===== config.mk =====
export PLATFORM = sky130hd
export DESIGN_NAME = fixed_block_pool_allocator_top
export DESIGN_NICKNAME = d
export VERILOG_FILES = /design/src/sv/fbpa_pkg.sv /design/src/sv/fixed_block_pool_allocator_top.sv
export SDC_FILE = /design/constraint.sdc
export NUM_CORES = 1
export LEC_CHECK = 0
export BUFFER_PORTS_ARGS = -buffer_cell sky130_fd_sc_hd__buf_2
export CORE_UTILIZATION = 30
export CTS_CLUSTER_DIAMETER = 30
export DETAILED_ROUTE_END_ITERATION = 10
export SYNTH_ARGS = -nofsm -noshare
export SYNTH_HDL_FRONTEND = slang
export SYNTH_SLANG_ARGS = --single-unit

===== constraint.sdc =====
create_clock -name clk -period 21.8 [get_ports clk]
set_input_delay 4.36 -clock clk [delete_from_list [all_inputs] [get_ports clk]]
set_output_delay 4.36 -clock clk [all_outputs]
set_load 0.01 [all_outputs]

===== src/sv/fbpa_pkg.sv =====
package fbpa_pkg;

    // slot index and pool geometry
    localparam int SLOT_W      = 7;
    localparam int SLOT_COUNT  = 128;
    localparam int BLK_W       = 5;
    localparam int CARVE_LIMIT = 31;
    localparam int STATUS_W    = 2;

    // result status codes
    localparam logic [STATUS_W-1:0] ST_OK        = 2'd0;
    localparam logic [STATUS_W-1:0] ST_EXHAUSTED = 2'd1;
    localparam logic [STATUS_W-1:0] ST_BAD_FREE  = 2'd2;

    // request operation codes
    localparam logic OP_ALLOC = 1'b0;
    localparam logic OP_FREE  = 1'b1;

    typedef struct packed {
        logic              operation;
        logic [SLOT_W-1:0] slot_to_free;
    } in_item_t;

    typedef struct packed {
        logic [SLOT_W-1:0]   granted_slot;
        logic [STATUS_W-1:0] status;
    } out_item_t;

endpackage


===== src/sv/fixed_block_pool_allocator_top.sv =====
// allocate from the free list or free: pop or free state, then response state
// exhausted allocate: response state; allocate that carves a block: carve, wait, pop, response
// the response state waits for a free output register; only then is the next item taken in idle
// the next item is accepted while an earlier result still waits in the output register
// reset clears control, list head and block count at once
// the memory is not cleared: carving a block writes each link and clears each busy mark
module fixed_block_pool_allocator_top #(
    parameter int ELEMENTS_PER_BLOCK = 8,
    parameter int NUM_BLOCKS         = 16
) (
    input  logic                clk,
    input  logic                rst_n,
    input  logic                in_valid,
    output logic                in_ready,
    input  fbpa_pkg::in_item_t  in_data,
    output logic                out_valid,
    input  logic                out_ready,
    output fbpa_pkg::out_item_t out_data
);

    localparam int SLOT_W  = fbpa_pkg::SLOT_W;
    localparam int BLK_W   = fbpa_pkg::BLK_W;
    localparam int ENTRY_W = SLOT_W + 1;
    localparam int EPB     = ELEMENTS_PER_BLOCK;
    localparam int CNT_W   = (EPB > 1) ? $clog2(EPB) : 1;
    localparam int PROD_W  = fbpa_pkg::BLK_W + $clog2(EPB + 1);
    localparam int BASE_W  = (PROD_W > SLOT_W + 1) ? PROD_W : SLOT_W + 1;

    // sequencer states
    localparam logic [2:0] S_IDLE  = 3'd0;
    localparam logic [2:0] S_POP   = 3'd1;
    localparam logic [2:0] S_FREE  = 3'd2;
    localparam logic [2:0] S_CARVE = 3'd3;
    localparam logic [2:0] S_WAIT  = 3'd4;
    localparam logic [2:0] S_RESP  = 3'd5;

    logic [2:0]                      state_reg, state_next;
    logic [SLOT_W-1:0]               free_head_reg, free_head_next;
    logic                            empty_reg, empty_next;
    logic [fbpa_pkg::BLK_W-1:0]      blocks_reg, blocks_next;
    logic [CNT_W-1:0]                cnt_reg, cnt_next;
    logic [SLOT_W-1:0]               base_reg, base_next;
    logic [SLOT_W-1:0]               slot_reg, slot_next;
    fbpa_pkg::out_item_t             res_reg, res_next;
    logic                            out_valid_reg, out_valid_next;
    fbpa_pkg::out_item_t             out_data_reg, out_data_next;

    // slot memory, each entry holds the busy mark over the list link
    // one write and one registered read per cycle
    logic [ENTRY_W-1:0] link_mem [fbpa_pkg::SLOT_COUNT];
    logic [ENTRY_W-1:0] link_rd_reg;
    logic [SLOT_W-1:0]  link_ra;
    logic               link_we;
    logic [SLOT_W-1:0]  link_wa;
    logic [ENTRY_W-1:0] link_wd;

    logic [BASE_W-1:0] base_wide;
    logic [BASE_W-1:0] end_wide;
    logic              can_carve;
    logic [SLOT_W-1:0] carve_addr;
    logic              carve_last;
    logic              out_free;
    logic              slot_busy;

    // read the slot named by a free item as it is accepted, otherwise the list head
    assign link_ra = (state_reg == S_IDLE && in_valid
                      && in_data.operation == fbpa_pkg::OP_FREE)
                   ? in_data.slot_to_free : free_head_reg;

    always_ff @(posedge clk)
    begin
        if (link_we)
        begin
            link_mem[link_wa] <= link_wd;
        end
        link_rd_reg <= link_mem[link_ra];
    end

    // next block geometry
    assign base_wide = BASE_W'(blocks_reg) * BASE_W'(EPB);
    assign end_wide  = base_wide + BASE_W'(EPB);
    assign can_carve = (32'(blocks_reg) < 32'(NUM_BLOCKS))
                    && (32'(blocks_reg) < 32'(fbpa_pkg::CARVE_LIMIT))
                    && (end_wide <= BASE_W'(fbpa_pkg::SLOT_COUNT));

    assign carve_addr = base_reg + SLOT_W'(cnt_reg);
    assign carve_last = (32'(cnt_reg) == 32'(EPB - 1));
    assign out_free   = !out_valid_reg || out_ready;

    // slots beyond the carved blocks are never busy
    assign slot_busy  = (BASE_W'(slot_reg) < base_wide) && link_rd_reg[SLOT_W];

    // sequencer
    always_comb
    begin
        state_next     = state_reg;
        free_head_next = free_head_reg;
        empty_next     = empty_reg;
        blocks_next    = blocks_reg;
        cnt_next       = cnt_reg;
        base_next      = base_reg;
        slot_next      = slot_reg;
        res_next       = res_reg;
        out_valid_next = out_valid_reg;
        out_data_next  = out_data_reg;
        link_we        = 1'b0;
        link_wa        = carve_addr;
        link_wd        = {1'b0, carve_addr};

        if (out_valid_reg && out_ready)
        begin
            out_valid_next = 1'b0;
        end

        case (state_reg)
            S_IDLE:
            begin
                if (in_valid)
                begin
                    slot_next = in_data.slot_to_free;
                    if (in_data.operation == fbpa_pkg::OP_FREE)
                    begin
                        state_next = S_FREE;
                    end
                    else if (!empty_reg)
                    begin
                        state_next = S_POP;
                    end
                    else if (can_carve)
                    begin
                        base_next  = base_wide[SLOT_W-1:0];
                        cnt_next   = '0;
                        state_next = S_CARVE;
                    end
                    else
                    begin
                        res_next.granted_slot = '0;
                        res_next.status       = fbpa_pkg::ST_EXHAUSTED;
                        state_next            = S_RESP;
                    end
                end
            end
            S_POP:
            begin
                res_next.granted_slot = free_head_reg;
                res_next.status       = fbpa_pkg::ST_OK;
                // mark the head busy, keeping its link
                link_we = 1'b1;
                link_wa = free_head_reg;
                link_wd = {1'b1, link_rd_reg[SLOT_W-1:0]};
                if (link_rd_reg[SLOT_W-1:0] == free_head_reg)
                begin
                    empty_next = 1'b1;
                end
                else
                begin
                    free_head_next = link_rd_reg[SLOT_W-1:0];
                end
                state_next = S_RESP;
            end
            S_FREE:
            begin
                res_next.granted_slot = '0;
                if (!slot_busy)
                begin
                    res_next.status = fbpa_pkg::ST_BAD_FREE;
                end
                else
                begin
                    res_next.status = fbpa_pkg::ST_OK;
                    link_we         = 1'b1;
                    link_wa         = slot_reg;
                    link_wd         = {1'b0, empty_reg ? slot_reg : free_head_reg};
                    free_head_next  = slot_reg;
                    empty_next      = 1'b0;
                end
                state_next = S_RESP;
            end
            S_CARVE:
            begin
                link_we = 1'b1;
                link_wa = carve_addr;
                if (carve_last)
                begin
                    link_wd        = {1'b0, carve_addr};
                    free_head_next = base_reg;
                    empty_next     = 1'b0;
                    blocks_next    = blocks_reg + BLK_W'(1);
                    state_next     = S_WAIT;
                end
                else
                begin
                    link_wd  = {1'b0, carve_addr + SLOT_W'(1)};
                    cnt_next = cnt_reg + CNT_W'(1);
                end
            end
            S_WAIT:
            begin
                // link read of the new head is made here, ready for the pop
                state_next = S_POP;
            end
            S_RESP:
            begin
                if (out_free)
                begin
                    out_valid_next = 1'b1;
                    out_data_next  = res_reg;
                    state_next     = S_IDLE;
                end
            end
            default:
            begin
                state_next = S_IDLE;
            end
        endcase
    end

    // control registers
    always_ff @(posedge clk or negedge rst_n)
    begin
        if (!rst_n)
        begin
            state_reg     <= S_IDLE;
            free_head_reg <= '0;
            empty_reg     <= 1'b1;
            blocks_reg    <= '0;
            cnt_reg       <= '0;
            out_valid_reg <= 1'b0;
        end
        else
        begin
            state_reg     <= state_next;
            free_head_reg <= free_head_next;
            empty_reg     <= empty_next;
            blocks_reg    <= blocks_next;
            cnt_reg       <= cnt_next;
            out_valid_reg <= out_valid_next;
        end
    end

    // payload registers
    always_ff @(posedge clk)
    begin
        base_reg     <= base_next;
        slot_reg     <= slot_next;
        res_reg      <= res_next;
        out_data_reg <= out_data_next;
    end

    assign in_ready  = (state_reg == S_IDLE);
    assign out_valid = out_valid_reg;
    assign out_data  = out_data_reg;

    // a failed or free result never names a slot
    assert property (@(posedge clk) disable iff (!rst_n)
        out_valid_reg && (out_data_reg.status != fbpa_pkg::ST_OK) |->
            (out_data_reg.granted_slot == '0))
        else $error("non-ok result carries a slot");

    // pop only after idle or after the carve settle cycle
    assert property (@(posedge clk) disable iff (!rst_n)
        (state_reg == S_POP) |->
            ($past(state_reg) == S_IDLE) || ($past(state_reg) == S_WAIT))
        else $error("pop without a valid link read");

    // a granted slot is marked busy
    assert property (@(posedge clk) disable iff (!rst_n)
        (state_reg == S_POP) |->
            (link_we && (link_wa == free_head_reg) && link_wd[SLOT_W]))
        else $error("granted slot not marked busy");

    // carving stays inside the pool
    assert property (@(posedge clk) disable iff (!rst_n)
        (state_reg == S_CARVE) |->
            ((BASE_W'(base_reg) + BASE_W'(cnt_reg)) < BASE_W'(fbpa_pkg::SLOT_COUNT)))
        else $error("carve beyond last slot");

    // block count never above NUM_BLOCKS
    assert property (@(posedge clk) disable iff (!rst_n)
        (32'(blocks_reg) <= 32'(NUM_BLOCKS)))
        else $error("too many blocks carved");

endmodule


==> reports/metrics.cfg, run 1 <==
[grt]
grt_pass1_vias = 28300
overflow = 0
antenna_found_initial = 2
grt_pass1_wl_um = 192000
use_met3_pct = 3.77
grt_max_degree = 175
grt-busiest-layer = met2
grt_usage_pct = 16.9
met1_usage_pct = 23.0
gr-usage-met2_pct = 25.9

[worst_setup_path]
critPathTopFamily = buffers and inverters
worstSetupPathDepth = 13
cp-start-kind = primary input
end_kind = flip-flop
crit_buf_inv = 5
rr_startpoint = state_reg[2]$_DFFE_PN0P_
worstSetupPathType = primary input to flip-flop
reg2reg_to = link_rd_reg[6]$_DFF_P_
required_ns = 22.49
arrival_ns = 9.86
path_max_fanout = 55
reg2reg_depth = 12
critical_path.startpoint = in_valid
path_cells = buf_2, or4b_4, clkinv_2, and3_1, buf_4, nor2_4, buf_4, buf_4, a211oi_1, a31o_1, a2111oi_0, a211oi_1, a32oi_1
path_common_cell = buf_4
regToRegSetupSlack_ns = 15.40
max_stage_delay_ns = 0.92
crit_slowest_cell = a2111oi_0
cp-endpoint = link_rd_reg[6]$_DFF_P_

[clocking]
cts_resized = 0
h-tree-depth = 4
clock_latency_ns = 0.78
clkTransAtPathRegs_ns = 0.05
cts-root-buf = clkbuf_16
clock_path_buffers = 3
hold_buffers = 0
post_cts.repair.setup_buffers = 0
numCtsBuffers = 203
cts.sinks = 1081
tritoncts = built

[route]
drt_iter0_drc = 3562
via_per_inst = 5.36
wl_per_cell_um = 24.0
vias = 29297
route.detailed.drc = 0
first_pass_iters = 5
wirelength_um = 131000
ant_nets = 0

[timing]
maxSlewHeadroom_pct = 16.9
slew_viol_final = 0
timing.hold.ws_ns = 0.412
rsz0062_at_grt = false
setup_tns_ns = 0
worstMarginPinSlew_ns = 1.25
fmax_mhz = 109
skew_ns = 0.0281
hold_viol = 0
finalSetupViolCount = 0
period_share_pct = 42.1
period_minus_slack_ns = 9.17

[synth]
synthDistinctLibCells = 84
ys_ff_latch = 1081
syn_area_um2 = 45100
async_reset_ff_share_pct = 1.85
synthTopCellsByCount = edfxtp_1, nand2_1, a211oi_1, and3_1, nor2_1
synth_top_area_share_pct = 70.1
yosysMostFrequentCell = edfxtp_1
syn_inst = 3227
ys_warn_count = 0
synth-edff-count = 1053
ys.flop_type = edfxtp_1
ys_top_cells_by_area = edfxtp_1, nand2_1, a211oi_1
synth_area_leader_cell = edfxtp_1
avgSynthCellArea_um2 = 14.0
yosysSeqAreaShare_pct = 71.6
synth_fp_nets = 3247

[min_path]
min_path_type = flip-flop to flip-flop

[job]
max_cap_viol_count = 0

[placement]
dp_hpwl_um = 75300
io_buffers = 22
dp.cells = 5080
gp_congestion = 0.882

[floorplan]
ios = 23
die_area_um2 = 152000
start_util_pct = 30.4
num_rows = 141
die_w_um = 390
dieHeight_um = 390
core-area_um2 = 149000

[layout]
layout.cells.non_filler = 5466
nets = 3303
syn_to_final_growth_pct = 20.1
drive_above_1_share_pct = 15.6
largest_reg_flops = 1024

[power]
peakVddDrop_mv = 0.123
leakagePower_nw = 18.1
p_per_area_nw_per_um2 = 166

[outcome]
status = finished, final reports clean

metal layers:
metal  wire length (um)  up-vias  share of wire, %
met5                 23        -             0.018
met4               5350        4               4.1
met3              12500      280               9.5
met2              59600     1520                45
met1              53800    14648                41
li1                   -    12845                 -
area by class of cell:
cell class | instances | area, um^2
multi-input cells | 1888 | 11900
repair buffers | 92 | 661
clock inverters | 146 | 1450
flip-flops and latches | 1081 | 32300
inverters | 17 | 65.1
diodes | 2 | 5.00
well taps | 2002 | 2500
fillers | 14069 | 94300
clock buffers | 238 | 5350
cells by family (layout without fill, tap and decap cells):
kind of cell             Yosys count  in the layout  synth area share (%)
multiplexers                     130            130                  3.13
buffers and inverters            258            493                  2.60
adder cells (fa/ha/maj)            8              8                 0.222
AO/OA/AOI/OAI                    722            722                  11.5
flip-flops                      1081           1081                  71.6
XOR/XNOR                          17             17                 0.330
other                              0              2                     0
AND/OR/NAND/NOR                 1011           1011                  10.7
placed cells by master, fill, tap and decap left out, types with 103 or more instances in the layout:
cell type     n
a211oi_1    188
and3_1      174
mux2i_1     103
nor2_1      162
clkbuf_16   207
nand2_1     400
o21ai_0     109
edfxtp_1   1053
nand3_1     106
a21oi_1     106
power by group:
part           switching, mW  leakage (nW)  internal (mW)  total, mW
combinational           2.23          5.02          0.743       2.98
clock                   1.07          3.24           1.97       3.04
sequential            0.0814          9.86           2.91       2.99
total                   3.38          18.1           5.62       9.01
stage by stage:
step	util, %	setup WS (ns)	power (mW)	area [um^2]
6_report	36.5	12.63	9.01	54200
3_5_place_dp	31.9	12.01	5.95	47400
4_1_cts	36.5	12.79	9.00	54200
5_1_grt	36.5	12.51	9.29	54200
2_1_floorplan	-	13.94	4.80	45100
3_3_place_gp	31.9	12.07	5.91	47400
how the worst min path moves through the flow:
stage | startpoint | endpoint | slack, ns | cells past startpoint
after floorplan | res_reg[0]$_DFFE_PP_ | out_data[0]$_DFFE_PP_ | 0.40 | 0
after global placement | res_reg[7]$_DFFE_PP_ | out_data[7]$_DFFE_PP_ | 0.40 | 0
after detailed placement | res_reg[0]$_DFFE_PP_ | out_data[0]$_DFFE_PP_ | 0.40 | 0
after CTS | res_reg[0]$_DFFE_PP_ | out_data[0]$_DFFE_PP_ | 0.41 | 0
after global routing | res_reg[3]$_DFFE_PP_ | out_data[3]$_DFFE_PP_ | 0.42 | 0
final | res_reg[3]$_DFFE_PP_ | out_data[3]$_DFFE_PP_ | 0.41 | 0
Note: power is estimated with default switching activity, not from simulation.
==> run 2: changes to the inputs <==
Clock period 21.8 ns to 8.35 ns, I/O delays scaled along.
==> reports/metrics.cfg, run 2 (same netlist as run 1, synthesis figures left out) <==
[grt]
overflow = 0  ; unchanged
grt_max_degree = 175  ; unchanged
grt_usage_pct = 17.5  ; +0.57 points
grt_pass1_vias = 28769  ; +1.7%
antenna_found_initial = 2  ; unchanged
grt_pass1_wl_um = 198000  ; +3.3%

[layout]
fin_area_um2 = 55200  ; +1.8%
syn_to_final_growth_pct = 22.3
drive_above_1_share_pct = 16.8  ; +1.2 points
final_cell_mix = edfxtp_1, nand2_1, clkbuf_16, a211oi_1, and3_1
multiInputGateArea_um2 = 11900  ; -0.16%
final_common_cell = edfxtp_1
regArea_um2 = 32300  ; unchanged
fillers = 13872  ; -1.4%
largest_reg_flops = 1024  ; unchanged
nets = 3335  ; +0.97%

[min_path]
min_path_type = flip-flop to flip-flop
hold_depth = 0  ; unchanged

[clocking]
clkTransAtPathRegs_ns = 0.05  ; about the same
clock_path_buffers = 3  ; unchanged
hold_buffers = 0  ; unchanged
cts_resized = 0  ; unchanged
cts-root-buf = clkbuf_16
clock_latency_ns = 0.80  ; +0.02 ns
cts.sinks = 1081  ; unchanged
tritoncts = built
post_cts.repair.setup_buffers = 0  ; unchanged
numCtsBuffers = 211  ; +3.9%
h-tree-depth = 4  ; unchanged

[worst_setup_path]
end_kind = flip-flop
path_max_fanout = 54  ; -1.8%
crit_slowest_cell = a2111oi_0
reg2reg_depth = 11  ; -1
crit_buf_inv = 5  ; unchanged
worstSetupPathType = primary input to flip-flop
required_ns = 9.06  ; -13.43 ns
arrival_ns = 6.60  ; -3.26 ns
worstSetupPathDepth = 13  ; unchanged
path_cells = buf_2, or4b_4, clkinv_2, a21oi_2, buf_4, nor2_4, buf_4, buf_4, a211oi_1, a31o_1, a2111oi_0, a211oi_1, a32oi_1
max_stage_delay_ns = 0.82  ; -0.10 ns
path_common_cell = buf_4
cp-start-kind = primary input
critPathTopFamily = buffers and inverters

[route]
vias = 29874  ; +2.0%
wl_per_cell_um = 24.6  ; +2.5%
wirelength_um = 135000  ; +3.1%
via_per_inst = 5.43  ; +1.3%
drt_iter0_drc = 4057  ; +14%
ant_nets = 0  ; unchanged
route.detailed.drc = 0  ; unchanged
first_pass_iters = 6  ; +1

[job]
max_cap_viol_count = 0  ; unchanged

[timing]
setup_slack_ns = 2.46  ; -10.18 ns
finalSetupViolCount = 0  ; unchanged
worstMarginPinSlew_ns = 1.26  ; +0.0129 ns
period_minus_slack_ns = 5.89
maxSlewHeadroom_pct = 15.3  ; -1.6 points
rsz0062_at_grt = false
skew_ns = 0.0265  ; -0.00163 ns
setup_tns_ns = 0  ; unchanged
slew_viol_final = 0  ; unchanged
fmax_mhz = 170
period_share_pct = 70.6
hold_viol = 0  ; unchanged

[placement]
dp_hpwl_um = 79300  ; +5.4%
gp_congestion = 0.902  ; +2.2%
io_buffers = 22  ; unchanged
dpl-instance-area_um2 = 47600  ; +0.53%
pre_cts_slack_ns = 1.78  ; -10.22 ns

[floorplan]
ios = 23  ; unchanged
die_w_um = 390  ; unchanged
num_rows = 141  ; unchanged
dieHeight_um = 390  ; unchanged
core-area_um2 = 149000  ; unchanged
die_area_um2 = 152000  ; unchanged
start_util_pct = 30.4  ; unchanged

[power]
leakagePower_nw = 18.6  ; +2.5%
peakVddDrop_mv = 0.402  ; +230%
p_per_area_nw_per_um2 = 447  ; +170%

[outcome]
status = finished, final reports clean

-- run 2: cell types whose count changed in the layout (fill, tap and decap cells not counted), moves of 3 or more --
cell / delta
buf_4: +17
bufinv_16: +21
clkinv_1: -10
clkinv_4: -8
clkbuf_8: -5
clkbuf_1: -4
buf_12: +7
clkinv_2: -5
inv_16: +3
inv_6: +4
clkbuf_16: +6
clkinvlp_4: +7
-- run 2: layout make-up --
cell class,instances,share of cell area [%]
tap,2002,4.54
sequential,1081,58.5
clock buffer,235,9.81
inverter,17,0.118
clock inverter,160,3.86
antenna,2,0.00907
timing repair buffer,116,1.68
multi-input combinational,1888,21.5
-- run 2: final timing paths --
kind,from,to,slack [ns]
worst min-delay path,res_reg[7]$_DFFE_PP_,out_data[7]$_DFFE_PP_,0.42
min in group asynchronous,rst_n,cnt_reg[2]$_DFFE_PN0P_,0.85
worst min register to register,res_reg[7]$_DFFE_PP_,out_data[7]$_DFFE_PP_,0.42
worst max-delay path,in_valid,link_rd_reg[6]$_DFF_P_,2.46
worst max register to register,state_reg[2]$_DFFE_PN0P_,link_rd_reg[6]$_DFF_P_,2.54
max in group asynchronous,rst_n,empty_reg$_DFFE_PN1P_,7.15
-- run 2: stage by stage --
step	cells	hold slack, ns	util (%)	power, mW
after global routing	5499	0.434	37.2	25.4
final	5501	0.423	37.2	24.7
after floorplan	3227	0.400	-	12.5
after global placement	5104	0.405	32.1	15.7
after detailed placement	5104	0.405	32.1	15.8
after CTS	5499	0.423	37.2	24.6
-- run 2: metal layers --
metal / global-route usage, % / vias up / routed length, um
met3: 3.73 / 254 / 12700
met1: 23.9 / 15035 / 55700
met2: 27.3 / 1668 / 62500
met5: 0 / - / 0
met4: 6.72 / 0 / 4590
li1: - / 12917 / -
-- run 2: where the power goes --
part	switching, mW	internal (mW)	leakage, nW
Sequential	0.206	7.59	9.86
Combinational	5.97	2.05	5.15
Clock	2.94	5.91	3.57
Total	9.11	15.5	18.6
